$ cat src/rtl/core/mid_side_stereo_widener_core_macros.svh
// assertion macros for the mid/side widener core
// included by the controller and datapath; no other dependencies
`ifndef MID_SIDE_STEREO_WIDENER_CORE_MACROS_SVH
`define MID_SIDE_STEREO_WIDENER_CORE_MACROS_SVH
`ifndef SYNTHESIS
`define MSSW_ASSERT(label, clk, rst, prop, msg) \
  label: assert property (@(posedge clk) disable iff (rst) prop) else $error(msg);
`define MSSW_ASSERT_ALWAYS(label, clk, prop, msg) \
  label: assert property (@(posedge clk) prop) else $error(msg);
`else
`define MSSW_ASSERT(label, clk, rst, prop, msg)
`define MSSW_ASSERT_ALWAYS(label, clk, prop, msg)
`endif
`endif

$ cat src/rtl/core/mssw_pkg.sv
// shared types, register indexes and constants of the mid/side widener core
// no dependencies
`timescale 1ns / 1ps
`default_nettype none

package mssw_pkg;

  // parameter defaults
  localparam int DELAY_DEPTH_DEFAULT = 1024;
  localparam int SAMPLE_BITS_DEFAULT = 24;

  // configuration port
  localparam int CFG_INDEX_BITS = 3;
  localparam int CFG_DATA_BITS  = 16;
  localparam int DELAY_BITS     = 10;

  localparam logic [CFG_INDEX_BITS-1:0] REG_WIDTH_GAIN   = CFG_INDEX_BITS'(0);
  localparam logic [CFG_INDEX_BITS-1:0] REG_GAIN_CLAMP   = CFG_INDEX_BITS'(1);
  localparam logic [CFG_INDEX_BITS-1:0] REG_SIDE_DELAY   = CFG_INDEX_BITS'(2);
  localparam logic [CFG_INDEX_BITS-1:0] REG_PRESERVE_MIX = CFG_INDEX_BITS'(3);
  localparam logic [CFG_INDEX_BITS-1:0] REG_TRIM_GAIN    = CFG_INDEX_BITS'(4);
  localparam logic [CFG_INDEX_BITS-1:0] REG_MONO_MODE    = CFG_INDEX_BITS'(5);

  // register reset values
  localparam logic [15:0]           WIDTH_GAIN_RESET   = 16'd19661;
  localparam logic [DELAY_BITS-1:0] SIDE_DELAY_RESET   = DELAY_BITS'(72);
  localparam logic [15:0]           PRESERVE_MIX_RESET = 16'd26214;
  localparam logic [14:0]           TRIM_GAIN_RESET    = 15'd4096;

  // gain limits, q2.14 and q1.15
  localparam logic [15:0] WIDTH_MAX      = 16'd32768;
  localparam logic [15:0] WIDTH_SAFE_MAX = 16'd16384;
  localparam logic [15:0] MIX_ONE        = 16'd32768;

  // coefficient operand of the shared multiplier, signed
  localparam int MUL_B_BITS = 17;

  typedef struct packed {
    logic [15:0]           width_gain;
    logic                  gain_clamp;
    logic [DELAY_BITS-1:0] side_delay_samples;
    logic [15:0]           preserve_mix;
    logic [14:0]           trim_gain;
    logic                  mono_mode;
  } cfg_t;

  // operand pair for the shared multiplier
  typedef enum logic [2:0] {
    MUL_WIDTH,
    MUL_DIRECT,
    MUL_DELAYED,
    MUL_SUM,
    MUL_DIFF,
    MUL_MONO
  } mul_sel_t;

  typedef struct packed {
    logic     load_in;
    logic     mul_en;
    mul_sel_t mul_sel;
    logic     hist_write;
    logic     hist_read;
    logic     acc_load;
    logic     s_load;
    logic     left_load;
    logic     out_load;
  } cmd_t;

  typedef struct packed {
    logic out_free;
  } sts_t;

endpackage

`default_nettype wire

$ cat src/rtl/core/mssw_ctrl.sv
// sequencer of the mid/side widener: steps the shared multiplier and delay line
// depends on mssw_pkg and the core assertion macros
`timescale 1ns / 1ps
`default_nettype none
`include "mid_side_stereo_widener_core_macros.svh"

module mssw_ctrl (
  input  wire logic          clk,
  input  wire logic          rst,
  input  wire logic          in_valid,
  output logic               in_stall,
  input  wire logic          mono,
  input  wire mssw_pkg::sts_t sts,
  output mssw_pkg::cmd_t     cmd
);

  typedef enum logic [9:0] {
    ST_IDLE = 10'b00_0000_0001,
    ST_WID  = 10'b00_0000_0010,
    ST_DIR  = 10'b00_0000_0100,
    ST_RD   = 10'b00_0000_1000,
    ST_MIX  = 10'b00_0001_0000,
    ST_SUM  = 10'b00_0010_0000,
    ST_OUTL = 10'b00_0100_0000,
    ST_OUTR = 10'b00_1000_0000,
    ST_MONO = 10'b01_0000_0000,
    ST_DONE = 10'b10_0000_0000
  } state_t;

  state_t state;
  state_t state_next;
  logic   accept;

  // a request is taken only while idle
  assign in_stall = (state != ST_IDLE);
  assign accept   = in_valid && !in_stall;

  // state register
  always_ff @(posedge clk) begin
    if (rst) begin
      state <= ST_IDLE;
    end else begin
      state <= state_next;
    end
  end

  // next state and commands
  always_comb begin
    state_next  = state;
    cmd         = '0;
    cmd.mul_sel = mssw_pkg::MUL_WIDTH;
    unique case (state)
      ST_IDLE: begin
        cmd.load_in = accept;
        if (accept) begin
          state_next = mono ? ST_MONO : ST_WID;
        end
      end
      ST_WID: begin
        cmd.mul_en  = 1'b1;
        cmd.mul_sel = mssw_pkg::MUL_WIDTH;
        state_next  = ST_DIR;
      end
      ST_DIR: begin
        cmd.hist_write = 1'b1;
        state_next     = ST_RD;
      end
      ST_RD: begin
        cmd.hist_read = 1'b1;
        cmd.mul_en    = 1'b1;
        cmd.mul_sel   = mssw_pkg::MUL_DIRECT;
        state_next    = ST_MIX;
      end
      ST_MIX: begin
        cmd.acc_load = 1'b1;
        cmd.mul_en   = 1'b1;
        cmd.mul_sel  = mssw_pkg::MUL_DELAYED;
        state_next   = ST_SUM;
      end
      ST_SUM: begin
        cmd.s_load = 1'b1;
        state_next = ST_OUTL;
      end
      ST_OUTL: begin
        cmd.mul_en  = 1'b1;
        cmd.mul_sel = mssw_pkg::MUL_SUM;
        state_next  = ST_OUTR;
      end
      ST_OUTR: begin
        cmd.left_load = 1'b1;
        cmd.mul_en    = 1'b1;
        cmd.mul_sel   = mssw_pkg::MUL_DIFF;
        state_next    = ST_DONE;
      end
      ST_MONO: begin
        cmd.mul_en  = 1'b1;
        cmd.mul_sel = mssw_pkg::MUL_MONO;
        state_next  = ST_DONE;
      end
      ST_DONE: begin
        cmd.out_load = sts.out_free;
        if (sts.out_free) begin
          state_next = ST_IDLE;
        end
      end
      default: begin
        state_next = ST_IDLE;
      end
    endcase
  end

  // checks
  `MSSW_ASSERT(a_accept_blocks, clk, rst, accept |=> in_stall, "second request taken while busy")
  `MSSW_ASSERT(a_read_after_write, clk, rst, (state == ST_RD) |-> ($past(state) == ST_DIR), "history read without preceding write")
  `MSSW_ASSERT(a_done_holds, clk, rst, (state == ST_DONE && !sts.out_free) |=> (state == ST_DONE), "result dropped while output busy")

endmodule

`default_nettype wire

$ cat config.mk
export PLATFORM = sky130hd
export DESIGN_NAME = mssw_ctrl
export DESIGN_NICKNAME = d
export VERILOG_FILES = /design/src/rtl/core/mssw_pkg.sv /design/src/rtl/core/mssw_ctrl.sv
export VERILOG_INCLUDE_DIRS = /design/src /design/src/rtl/core
export SDC_FILE = /design/constraint.sdc
export NUM_CORES = 1
export LEC_CHECK = 0
export ABC_AREA = 1
export BUFFER_PORTS_ARGS = -buffer_cell sky130_fd_sc_hd__buf_2
export CAP_MARGIN = 30
export CORE_UTILIZATION = 45
export CTS_CLUSTER_DIAMETER = 30
export DETAILED_ROUTE_END_ITERATION = 8
export PLACE_DENSITY = 0.77
export SLEW_MARGIN = 20
export SYNTH_ARGS = -nofsm -noshare
export SYNTH_HDL_FRONTEND = slang
export SYNTH_SLANG_ARGS = --single-unit
$ cat constraint.sdc
create_clock -name clk -period 1.2 [get_ports clk]
set_input_delay 0.18 -clock clk [delete_from_list [all_inputs] [get_ports clk]]
set_output_delay 0.18 -clock clk [all_outputs]
set_load 0.005 [all_outputs]
# Yosys cells after proc, flatten, opt, wreduce, memory -nomap -nowiden
# Cells that the tools add are included.
[classes] n_lt_le_gt_ge=0 eq_ne=13 mul=0 n_reduce_logical=4 addsub=0 n_bitwise=0 n_div=0 mux=12 shift=0
[ops] operator="case mux 10 bit (9 select lines)" n=1
[ops] operator="case mux 4 bit (6 select lines)" n=1
[ops] operator="2-to-1 mux 10 bit" n=2
[ops] operator="equality test 10 x 1 -> 1 bit (second input constant)" n=1
[ops] operator="equality test 10 bit (second input constant)" n=1
[ops] operator="equality test 10 x 2 -> 1 bit (second input constant)" n=1
[ops] operator="equality test 10 x 3 -> 1 bit (second input constant)" n=1
[ops] operator="equality test 10 x 4 -> 1 bit (second input constant)" n=1
[ops] operator="equality test 10 x 5 -> 1 bit (second input constant)" n=1
[ops] operator="equality test 10 x 6 -> 1 bit (second input constant)" n=1
[ops] operator="equality test 10 x 7 -> 1 bit (second input constant)" n=1
[ops] operator="equality test 10 x 8 -> 1 bit (second input constant)" n=1
[ops] operator="equality test 10 x 9 -> 1 bit (second input constant)" n=1
[ops] operator="!= test 10 x 1 -> 1 bit (second input constant)" n=1
[ops] operator="2-to-1 mux 9 bit" n=1
[ops] operator="2-to-1 mux 1 bit" n=7
[ops] operator="!= test 2 bit (second input constant)" n=2
[ops] operator="AND reduction 2 bit" n=1
[ops] operator="OR reduction 2 bit" n=1
[ops] operator="logical AND 1 bit" n=1
[ops] operator="logical NOT 1 bit" n=1
[word_totals] register_bits=10 memories=0 ram_bits=0 input_bits=5 romBits=0 latch_bits=0

# Depth between registers and ports, before layout
# Gate-level depths: netlist of the first run.
[depth] depth_word=5 mapped_depth=9 depth_no_buf=9

# Worst setup path after synthesis of the first run
# OpenSTA, ideal clock, no wires.
[synth_timing] kind="reg-to-output" startpoint="reg state[9]" endpoint="out cmd[9] in the netlist's numbering" arrival_time_ps=946 slack_ps=74 t_required_ps=1020 path_buffers=0 stages_incl_launch_ff=8 cell_sequence="dfxtp_1 nor2_2 nand2_1 nor2_1 nand2_2 nand3_2 nor2_2 inv_1"
[synth_lines] item="start, declared" line_no="mssw_ctrl.sv:30" rtl="state_t state;"
[synth_lines] item="start signal, assigned" line_no="mssw_ctrl.sv:43" rtl="state <= state_next;"
[synth_lines] item="end, declared" line_no="mssw_ctrl.sv:14" rtl="output mssw_pkg::cmd_t cmd"

==> key figures, run 1 <==
Cells and area
  – Final net count: 159
  – Final core occ: 0.836
  – Storage element area: 211 sq um
  – Biggest register: state
  – Area of the multi-input gates: 425 sq um
  – N_diodes: 0
  – Fillers: 71
  – Ratio of cells with drive above 1 in the final layout: 0.686
  – Flip-flop count of the largest register after layout: 10
  – Largest regs: state x10
  – Layout Cells excl Fill: 168
  – Area growth from synthesis to layout: 68.3%

STA
  – Unrepaired setup endpoints after global routing: true
  – Minimum clock period: 1.70 ns
  – Setup TNS: -7.08 ns
  – Final Worst Setup Slack: -0.500 ns
  – Setup violations, final: 22
  – Fin crit share: 1.42
  – Max Freq: 588 MHz
  – Rel. slew slack: 0.804
  – Hold Fails Final Rpt: 0
  – Worst-Margin Slew: 0.293 ns
  – Clk_skew: 0.00269 ns
  – Max-slew violation count: 0

Clock network
  – Sink Count: 10
  – TritonCTS buffer count: 3
  – H-Tree Depth: 1
  – Root Buffer Master: clkbuf_4
  – Clock slew at the register clock pins of the worst setup and hold paths: 0.08 ns
  – Clk buf depth: 2
  – CTS tree: yes
  – Clock Latency Late Sink: 0.28 ns
  – Hold buffer count at cts: 0

Drt
  – 1st-iter DRT viols: 33
  – Post-route ant nets: 0
  – Via/cell ratio: 5.28
  – Routed vias: 887
  – DRC viols: 0
  – Per-cell routed wire length: 15.8 um
  – Final wirelength: 2.65 mm
  – DR pass1 iterations: 4

Floorplanning
  – Die height: 40.6 um
  – DIE AREA: 1650 sq um
  – Die Wd: 40.6 um
  – Core area: 1350 sq um
  – # IOs: 17
  – Starting density of the core: 0.497
  – Row cnt: 13

Status
  – Outcome: finished with violations
  – Failing checks: setup timing

Placement
  – Hpwl dp: 1.17 mm
  – IO buf count: 16
  – Pre-CTS WS: -0.130 ns
  – RD Place Congestion: 0.891
  – DP Cell Count: 143

Hold path
  – Hold Crit Start: mono
  – Hold Path Sink: state[1]
  – Hold Crit Class: input pin to flop
  – Worst hold path depth: 2

Yosys
  – Top_reg_cell synth: dfxtp_1
  – Most frequent cell after synthesis: inv_1
  – Largest area contributor in the netlist: dfxtp_1
  – Synth top area cells: dfxtp_1, inv_1, nand2_1, nor2_1, nor2_4
  – Synth async-reset ratio: 0
  – Post-Synthesis Cells: 103
  – Top cells by count, synth: inv_1, nand2_1, nor2_1, dfxtp_1, nand3_1
  – Ys Warns: 0
  – Share of the synthesized area in the top cell type: 0.299
  – EDFF count, synth: 0
  – Synthesized Nets: 108
  – Mapped Area: 671 sq um
  – Register bit total from synthesis: 10
  – Post-synthesis sequential area ratio: 0.299
  – Cell variety after synth: 17
  – Syn Area/Cell: 6.51 sq um

Global route
  – Initial antenna violation count: 0
  – Pin count of the biggest net entering global routing: 9
  – M3 GR Usage: 0.0667
  – Met2 usage in global routing: 0.516
  – First-pass GRT wire length: 3.35 mm
  – GRT Util Overall: 0.320
  – Grt total ovfl: 0
  – Gr busiest metal: met2
  – Routing usage on met1: 0.419
  – Number of global-route vias before repair: 707

Worst setup path
  – Worst setup SP type: flop
  – R2R setup slack: -0.42 ns
  – Nature of the critical path endpoint: output port
  – Critical Path RT: 1.02 ns
  – Critical path fanouts, max: 4
  – WS Path Type: flop to output port
  – RR Startpoint: state[4]
  – Reg2reg end: state[0]
  – Crit path DAT: 1.52 ns
  – Worst R2R Path Depth: 12

Power
  – Leak Pwr: 0.704 nW
  – Worst vdd ir: 0.974 mV
  – Power Density: 1070 nW/um^2

Job
  – Max-cap viol count: 0
-- timing repair --
action                                  CTS  global route
pin swaps                                12            13
setup buffers                            14             8
resized for setup                        25            15
endpoints found under the setup margin   19            22
-- layout make-up --
cell class / count / share of cell area
inverters: 28 / 0.0976
well taps: 15 / 0.0166
flip-flops and latches: 10 / 0.187
repair buffers: 46 / 0.289
multi-input cells: 65 / 0.377
clock buffers: 4 / 0.0322
-- worst max-delay path by stage --
stage,slack (ns),end,cells past startpoint,start
finish,-0.50,cmd[10],8,state[4]
global route,-0.53,cmd[10],8,state[6]
CTS,-0.34,cmd[10],8,state[7]
detailed placement,-0.13,cmd[9],8,state[9]
global placement,-0.11,cmd[9],8,state[9]
floorplan,0.07,cmd[9],7,state[9]
-- power breakdown --
group / switching, mW / total, mW / internal [mW]
clock: 0.141 / 0.326 / 0.185
combinational: 0.266 / 0.507 / 0.241
sequential: 0.0224 / 0.373 / 0.351
total: 0.429 / 1.21 / 0.777
-- metrics by stage --
stage	hold WS, ns	cell area [sq um]	power, mW
2_1_floorplan	0.246	671	0.551
3_3_place_gp	0.371	837	0.640
3_5_place_dp	0.374	837	0.645
4_1_cts	0.0787	1030	1.06
5_1_grt	0.0851	1130	1.24
6_report	0.0790	1130	1.21
-- logic make-up after synthesis --
group	count (synthesis)	synth area share
flip-flops	10	0.299
buffers and inverters	28	0.157
AND/OR/NAND/NOR	64	0.537
AO/OA/AOI/OAI	1	0.00746
-- routing by layer --
| metal | share of wire | up-vias |
|---|---|---|
| li1 | - | 405 |
| met2 | 0.48 | 65 |
| met4 | 0.031 | 0 |
| met3 | 0.073 | 11 |
| met5 | 0 | - |
| met1 | 0.41 | 406 |
-- critical path, cell delays in order (launching register included) --
cell,delay (ns)
dfxtp_2,0.34
nor2_4,0.15
nand2_4,0.08
nor2_4,0.17
nand3_2,0.15
inv_2,0.11
nand2_2,0.07
inv_2,0.08
buf_6,0.09
-- layout by cell type (no fill, tap or decap), drive strengths merged --
master	n
buf	46
nand2	23
clkbuf	4
nand4	3
nand3	10
nor2	24
nand3b	2
inv	28
nor3	1
dfxtp	10
o21ai	1
or2	1
No activity file was read; power rests on OpenSTA's default activity.
==> inputs of run 2 (changes only) <==
Settings changed: TNS_END_PERCENT set to 50.
==> run 2 against run 1 <==
Against the previous run:
- highest routed layer unchanged
- fmax grew 3.2%
- the run still ends with setup timing left
- hold slack gained 0.0059 ns
- non-clock buffer count shrank 8
- flip-flop and latch count is the same
- largest power group unchanged
- wire length shrank 8.3%
- utilization shrank 1.9 points
==> key figures, run 2 (synthesis gave the netlist of run 1 again) <==
Status
  – Outcome: finished with violations
  – Failing checks: setup timing

Cells and area
  – N_diodes: 0 (unchanged)
  – Final net count: 151 (-5.0%)
  – Layout Cells excl Fill: 160 (-4.8%)
  – Largest regs: state x10
  – Flip-flop count of the largest register after layout: 10 (unchanged)
  – Most common cell after layout, fill and taps aside: buf_4
  – Most frequent cells in the layout: buf_4, inv_1, buf_2, nand2_1
  – Area growth from synthesis to layout: 64.6%
  – Fillers: 79 (+11%)
  – Ratio of cells with drive above 1 in the final layout: 0.676 (-0.0104)
  – Biggest register: state

Drt
  – 1st-iter DRT viols: 37 (+12%)
  – Routed vias: 831 (-6.3%)
  – Per-cell routed wire length: 15.2 um (-3.7%)
  – DR pass1 iterations: 4 (unchanged)
  – Via/cell ratio: 5.19 (-1.6%)
  – Post-route ant nets: 0 (unchanged)
  – DRC viols: 0 (unchanged)
  – Final wirelength: 2.43 mm (-8.3%)

Worst setup path
  – Slowest cell on crit path: dfxtp_2
  – Nature of the critical path endpoint: output port
  – Critical path fanouts, max: 4 (unchanged)
  – CP delay by family, top: simple AND/OR/NAND/NOR gates
  – WS Path Type: flop to output port
  – Crit path DAT: 1.47 ns (-0.05 ns)
  – Critical Path RT: 1.02 ns (about the same)
  – Worst setup SP type: flop
  – Worst path max stage delay: 0.34 ns (about the same)
  – Worst Path Buf+Inv: 3 (unchanged)
  – Worst-path cell chain: nor2_4 -> nand2_4 -> nor2_4 -> nand3_2 -> inv_2 -> nand2_2 -> inv_2 -> buf_2

STA
  – Worst-Margin Slew: 0.282 ns (-0.0111 ns)
  – Setup violations, final: 22 (unchanged)
  – Fin crit share: 1.37 (-0.0440)
  – Minimum clock period: 1.65 ns (-0.0528 ns)
  – Setup TNS: -6.41 ns (+0.677 ns)
  – Max-slew violation count: 0 (unchanged)
  – Unrepaired setup endpoints after global routing: true
  – Clk_skew: 0.00162 ns (-0.00107 ns)
  – Rel. slew slack: 0.812 (+0.00739)
  – Hold Fails Final Rpt: 0 (unchanged)
  – Max Freq: 607 MHz (+3.2%)
  – Final Worst Setup Slack: -0.447 ns (+0.0528 ns)

Clock network
  – CTS tree: yes
  – Sink Count: 10 (unchanged)
  – Clock slew at the register clock pins of the worst setup and hold paths: 0.07 ns (about the same)
  – Root Buffer Master: clkbuf_4
  – H-Tree Depth: 1 (unchanged)
  – TritonCTS buffer count: 3 (unchanged)
  – Clock Latency Late Sink: 0.27 ns (about the same)
  – Clk buf depth: 2 (unchanged)

Floorplanning
  – # IOs: 17 (unchanged)
  – Die height: 40.6 um (unchanged)
  – DIE AREA: 1650 sq um (unchanged)
  – Starting density of the core: 0.497 (unchanged)
  – Die Wd: 40.6 um (unchanged)
  – Core area: 1350 sq um (unchanged)
  – Row cnt: 13 (unchanged)

Hold path
  – Hold Crit Class: input pin to flop

Power
  – Worst vdd ir: 0.974 mV (about the same)
  – Power Density: 1040 nW/um^2 (-3.0%)
  – Sw Ratio: 0.356 (about the same)
  – Leak Pwr: 0.666 nW (-5.4%)
  – Sequential Power Share: 0.325 (+0.016)
  – Switch Pwr: 0.407 mW (-5.2%)
  – Cell Int Power: 0.736 mW (-5.2%)
  – Combinational share of power: 0.396 (-0.024)
  – Clk pwr share: 0.279 (+0.009)

Global route
  – First-pass GRT wire length: 3.03 mm (-9.5%)
  – Number of global-route vias before repair: 711 (+0.57%)
  – Pin count of the biggest net entering global routing: 9 (unchanged)
  – Initial antenna violation count: 0 (unchanged)
  – GRT Util Overall: 0.284 (-0.0365)
  – Grt total ovfl: 0 (unchanged)

Placement
  – IO buf count: 16 (unchanged)
  – RD Place Congestion: 0.891 (unchanged)
  – Hpwl dp: 1.17 mm (unchanged)
  – DP Cell Count: 143 (unchanged)

Job
  – Max-cap viol count: 0 (unchanged)
==> run 2: metrics by stage <==
| step | cell area [sq um] | hold WS, ns | total power [mW] | utilization | worst slack (ns) |
|---|---|---|---|---|---|
| 2_1_floorplan | 671 | 0.246 | 0.551 | - | 0.0744 |
| 3_3_place_gp | 837 | 0.371 | 0.640 | 0.620 | -0.111 |
| 3_5_place_dp | 837 | 0.374 | 0.645 | 0.620 | -0.130 |
| 4_1_cts | 1010 | 0.0787 | 1.05 | 0.746 | -0.339 |
| 5_1_grt | 1100 | 0.0978 | 1.18 | 0.817 | -0.480 |
| 6_report | 1100 | 0.0849 | 1.14 | 0.817 | -0.447 |
==> run 2: worst paths after layout <==
| kind | startpoint | endpoint | depth (start not counted) | slack, ns |
|---|---|---|---|---|
| min | mono | state[1] | 2 | 0.08 |
| min reg2reg | state[6] | state[7] | 4 | 0.67 |
| max reg2reg | state[4] | state[0] | 12 | -0.38 |
| max | state[4] | cmd[10] | 8 | -0.45 |
==> run 2: cell type report <==
cell class | count | area (sq um) | share of cell area
clock buffer | 4 | 36.3 | 0.0329
inverter | 28 | 118 | 0.107
multi-input combinational | 65 | 449 | 0.407
sequential | 10 | 216 | 0.196
tap | 15 | 18.8 | 0.0170
timing repair buffer | 38 | 265 | 0.240
==> run 2: power by group through the flow <==
stage | sequential, mW | combinational [mW] | clock (mW)
2_1_floorplan | 0.366 | 0.185 | 0
3_3_place_gp | 0.367 | 0.272 | 0
3_5_place_dp | 0.368 | 0.277 | 0
4_1_cts | 0.367 | 0.369 | 0.310
5_1_grt | 0.373 | 0.479 | 0.325
6_report | 0.371 | 0.453 | 0.319
==> run 2: worst reg2reg max path: cells and delay by family, from the launching register on <==
family	cells	cell delay (ns)
and+or+nand+nor	7	0.68
buffers and inverters	5	0.46
DFF	1	0.34
==> run 2: per-layer routing <==
metal / share of wire / GRT usage / wire length, um / vias up
met5: 0 / 0 / 0 / -
met4: 0.023 / 0.117 / 57 / 0
met3: 0.061 / 0.0611 / 148 / 10
met2: 0.47 / 0.448 / 1150 / 53
met1: 0.44 / 0.369 / 1080 / 379
li1: - / - / - / 389
==> run 2: timing repair <==
action,in CTS,in global routing
resized for setup,21,28
setup endpoints to repair,19,22
buffers inserted,11,2
pin swaps,10,16
hold buffers,0,0
==> inputs of run 3 (changes only) <==
==> constraint.sdc (replaced) <==
create_clock -name clk -period 1.2 [get_ports clk]
set_input_delay 0.06 -clock clk [delete_from_list [all_inputs] [get_ports clk]]
set_output_delay 0.06 -clock clk [all_outputs]
set_load 0.005 [all_outputs]
==> run 3 against run 2 <==
Against the previous run:
- the run still ends with setup timing left
- count of clock-buffer cells in the layout unchanged
- final area down 6.1%
- flip-flop and latch count unchanged
- utilization down 5.0 points
- critical path type unchanged
- critical endpoint unchanged
==> key figures, run 3 (synthesis gave the netlist of run 1 again) <==
Status
  – Outcome: finished with violations
  – Failing checks: setup timing

Floorplanning
  – Core area: 1350 sq um (unchanged)
  – Die Wd: 40.6 um (unchanged)
  – Die height: 40.6 um (unchanged)
  – DIE AREA: 1650 sq um (unchanged)
  – Starting density of the core: 0.497 (unchanged)
  – # IOs: 17 (unchanged)
  – Row cnt: 13 (unchanged)

Worst setup path
  – Worst R2R Path Depth: 10 (-2)
  – Nature of the critical path endpoint: output port
  – Worst-path cell chain: nor2_4 -> nand2_4 -> nor2_4 -> nand3_2 -> inv_2 -> nand2_2 -> inv_2 -> buf_6
  – Worst Path Buf+Inv: 3 (unchanged)
  – Slowest cell on crit path: dfxtp_2
  – Reg2reg end: state[6]
  – Worst path max stage delay: 0.34 ns (about the same)
  – CP delay by family, top: simple AND/OR/NAND/NOR gates
  – WS Path Type: flop to output port
  – Critical Path RT: 1.14 ns (+0.12 ns)
  – R2R setup slack: -0.27 ns (+0.11 ns)
  – RR Startpoint: state[6]
  – Crit path DAT: 1.41 ns (-0.06 ns)
  – Worst setup SP type: flop
  – Critical path origin: state[6]
  – Critical path fanouts, max: 4 (unchanged)

Power
  – Power Total: 1.08 mW (-5.9%)
  – Power Density: 1040 nW/um^2 (+0.27%)
  – Worst vdd ir: 0.810 mV (-17%)
  – Leak Pwr: 0.650 nW (-2.5%)

Cells and area
  – Flip-flop count of the largest register after layout: 10 (unchanged)
  – Final net count: 146 (-3.3%)
  – N_diodes: 0 (unchanged)
  – Fillers: 91 (+15%)
  – Final instance area: 1040 sq um (-6.1%)
  – Biggest register: state
  – Area growth from synthesis to layout: 54.5%
  – Most frequent cells in the layout: inv_1, buf_2, buf_4, nand2_1, nor2_1
  – Ratio of cells with drive above 1 in the final layout: 0.550 (-0.126)
  – Final core occ: 0.767 (-0.0500)
  – Area of the multi-input gates: 424 sq um (-5.6%)
  – Storage element area: 211 sq um (-2.3%)
  – Most common cell after layout, fill and taps aside: inv_1
  – Largest regs: state x10

Global route
  – Initial antenna violation count: 0 (unchanged)
  – Pin count of the biggest net entering global routing: 9 (unchanged)
  – Grt total ovfl: 0 (unchanged)
  – GRT Util Overall: 0.245 (-0.0385)
  – First-pass GRT wire length: 2.58 mm (-15%)
  – Number of global-route vias before repair: 596 (-16%)

STA
  – Fin crit share: 1.23 (-0.147)
  – Worst-Margin Slew: 0.242 ns (-0.0399 ns)
  – Final Worst Setup Slack: -0.270 ns (+0.177 ns)
  – Clk_skew: 0.00460 ns (+0.00298 ns)
  – Max-slew violation count: 0 (unchanged)
  – Setup violations, final: 22 (unchanged)
  – Setup TNS: -4.13 ns (+2.28 ns)
  – Hold Fails Final Rpt: 0 (unchanged)
  – Unrepaired setup endpoints after global routing: true
  – Minimum clock period: 1.47 ns (-0.177 ns)
  – Rel. slew slack: 0.838 (+0.0266)
  – Max Freq: 680 MHz (+12%)

Clock network
  – Clk buf depth: 2 (unchanged)
  – H-Tree Depth: 1 (unchanged)
  – TritonCTS buffer count: 3 (unchanged)
  – Clock slew at the register clock pins of the worst setup and hold paths: 0.07 ns (about the same)
  – Root Buffer Master: clkbuf_4
  – CTS tree: yes
  – Clock Latency Late Sink: 0.27 ns (about the same)
  – Sink Count: 10 (unchanged)

Hold path
  – Hold Crit Class: input pin to flop
  – Hold Crit Start: in_valid
  – Worst hold path depth: 3 (+1)
  – Hold Path Sink: state[1]

Drt
  – DR WL met2: 915 um (-20%)
  – DR WL met3: 173 um (+17%)
  – DR pass1 iterations: 4 (unchanged)
  – Routed vias: 779 (-6.3%)
  – Via/cell ratio: 5.03 (-3.2%)
  – Final wirelength: 2.05 mm (-16%)
  – Met1 WL: 885 um (-18%)
  – DRC viols: 0 (unchanged)
  – Top Layer Used: met4
  – Post-route ant nets: 0 (unchanged)
  – Per-cell routed wire length: 13.2 um (-13%)
  – 1st-iter DRT viols: 42 (+14%)

Placement
  – Hpwl dp: 1.11 mm (-5.3%)
  – RD Place Congestion: 0.891 (about the same)
  – Pre-CTS WS: -0.0229 ns (+0.107 ns)
  – IO buf count: 16 (unchanged)
  – Placed Area: 800 sq um (-4.5%)

Job
  – Max-cap viol count: 0 (unchanged)
[run 3: cell types whose count changed in the layout (fill, tap and decap cells not counted), sizes merged]
| cell | before | now |
|---|---|---|
| dlygate4sd3 | 0 | 2 |
| buf | 38 | 31 |
[run 3: what timing repair did]
action,in CTS,in global routing
hold endpoints to repair,2,0
setup buffers,6,5
pin swaps,4,9
gates resized for setup,15,15
hold buffers,2,0
endpoints found under the setup margin,19,22
[run 3: cell type report]
class                           count  area share
Multi-Input combinational cell     65       0.409
Timing Repair Buffer               33       0.225
Sequential cell                    10       0.204
Inverter                           28       0.109
Clock buffer                        4      0.0350
Tap cell                           15      0.0181
[run 3: routing by layer]
layer,up-vias,track usage
met5,-,0
met3,11,0.0556
met4,0,0.100
li1,376,-
met1,346,0.347
met2,46,0.353
[run 3: worst max path at each step]
stage               slack, ns       end  cells after the start
floorplan                0.09  state[2]                      8
global placement        -0.01  state[0]                      8
detailed placement      -0.02  state[6]                      8
CTS                     -0.21   cmd[10]                      8
global route            -0.36  state[6]                     10
finish                  -0.27   cmd[10]                      8
[run 3: power breakdown]
| part | leakage (nW) | total, mW | internal, mW | switching, mW |
|---|---|---|---|---|
| registers | 0.0841 | 0.371 | 0.350 | 0.0211 |
| clock network | 0.0210 | 0.311 | 0.185 | 0.126 |
| logic | 0.544 | 0.394 | 0.176 | 0.219 |
| total | 0.650 | 1.08 | 0.710 | 0.366 |
[run 3: worst reg2reg max path: stages, from the launching register on]
cell	delay, ns
dfxtp_2	0.34
nor2_4	0.15
nand2_4	0.09
nor2_4	0.16
buf_4	0.15
buf_6	0.09
nand4_4	0.09
nand2_4	0.11
inv_4	0.06
nand3_1	0.07
inv_1	0.05
[run 3: metrics by stage]
step	hold slack, ns	instances
6_report	0.0404	155
3_5_place_dp	0.256	138
3_3_place_gp	0.255	138
4_1_cts	0.0429	150
2_1_floorplan	0.126	103
5_1_grt	0.0579	155
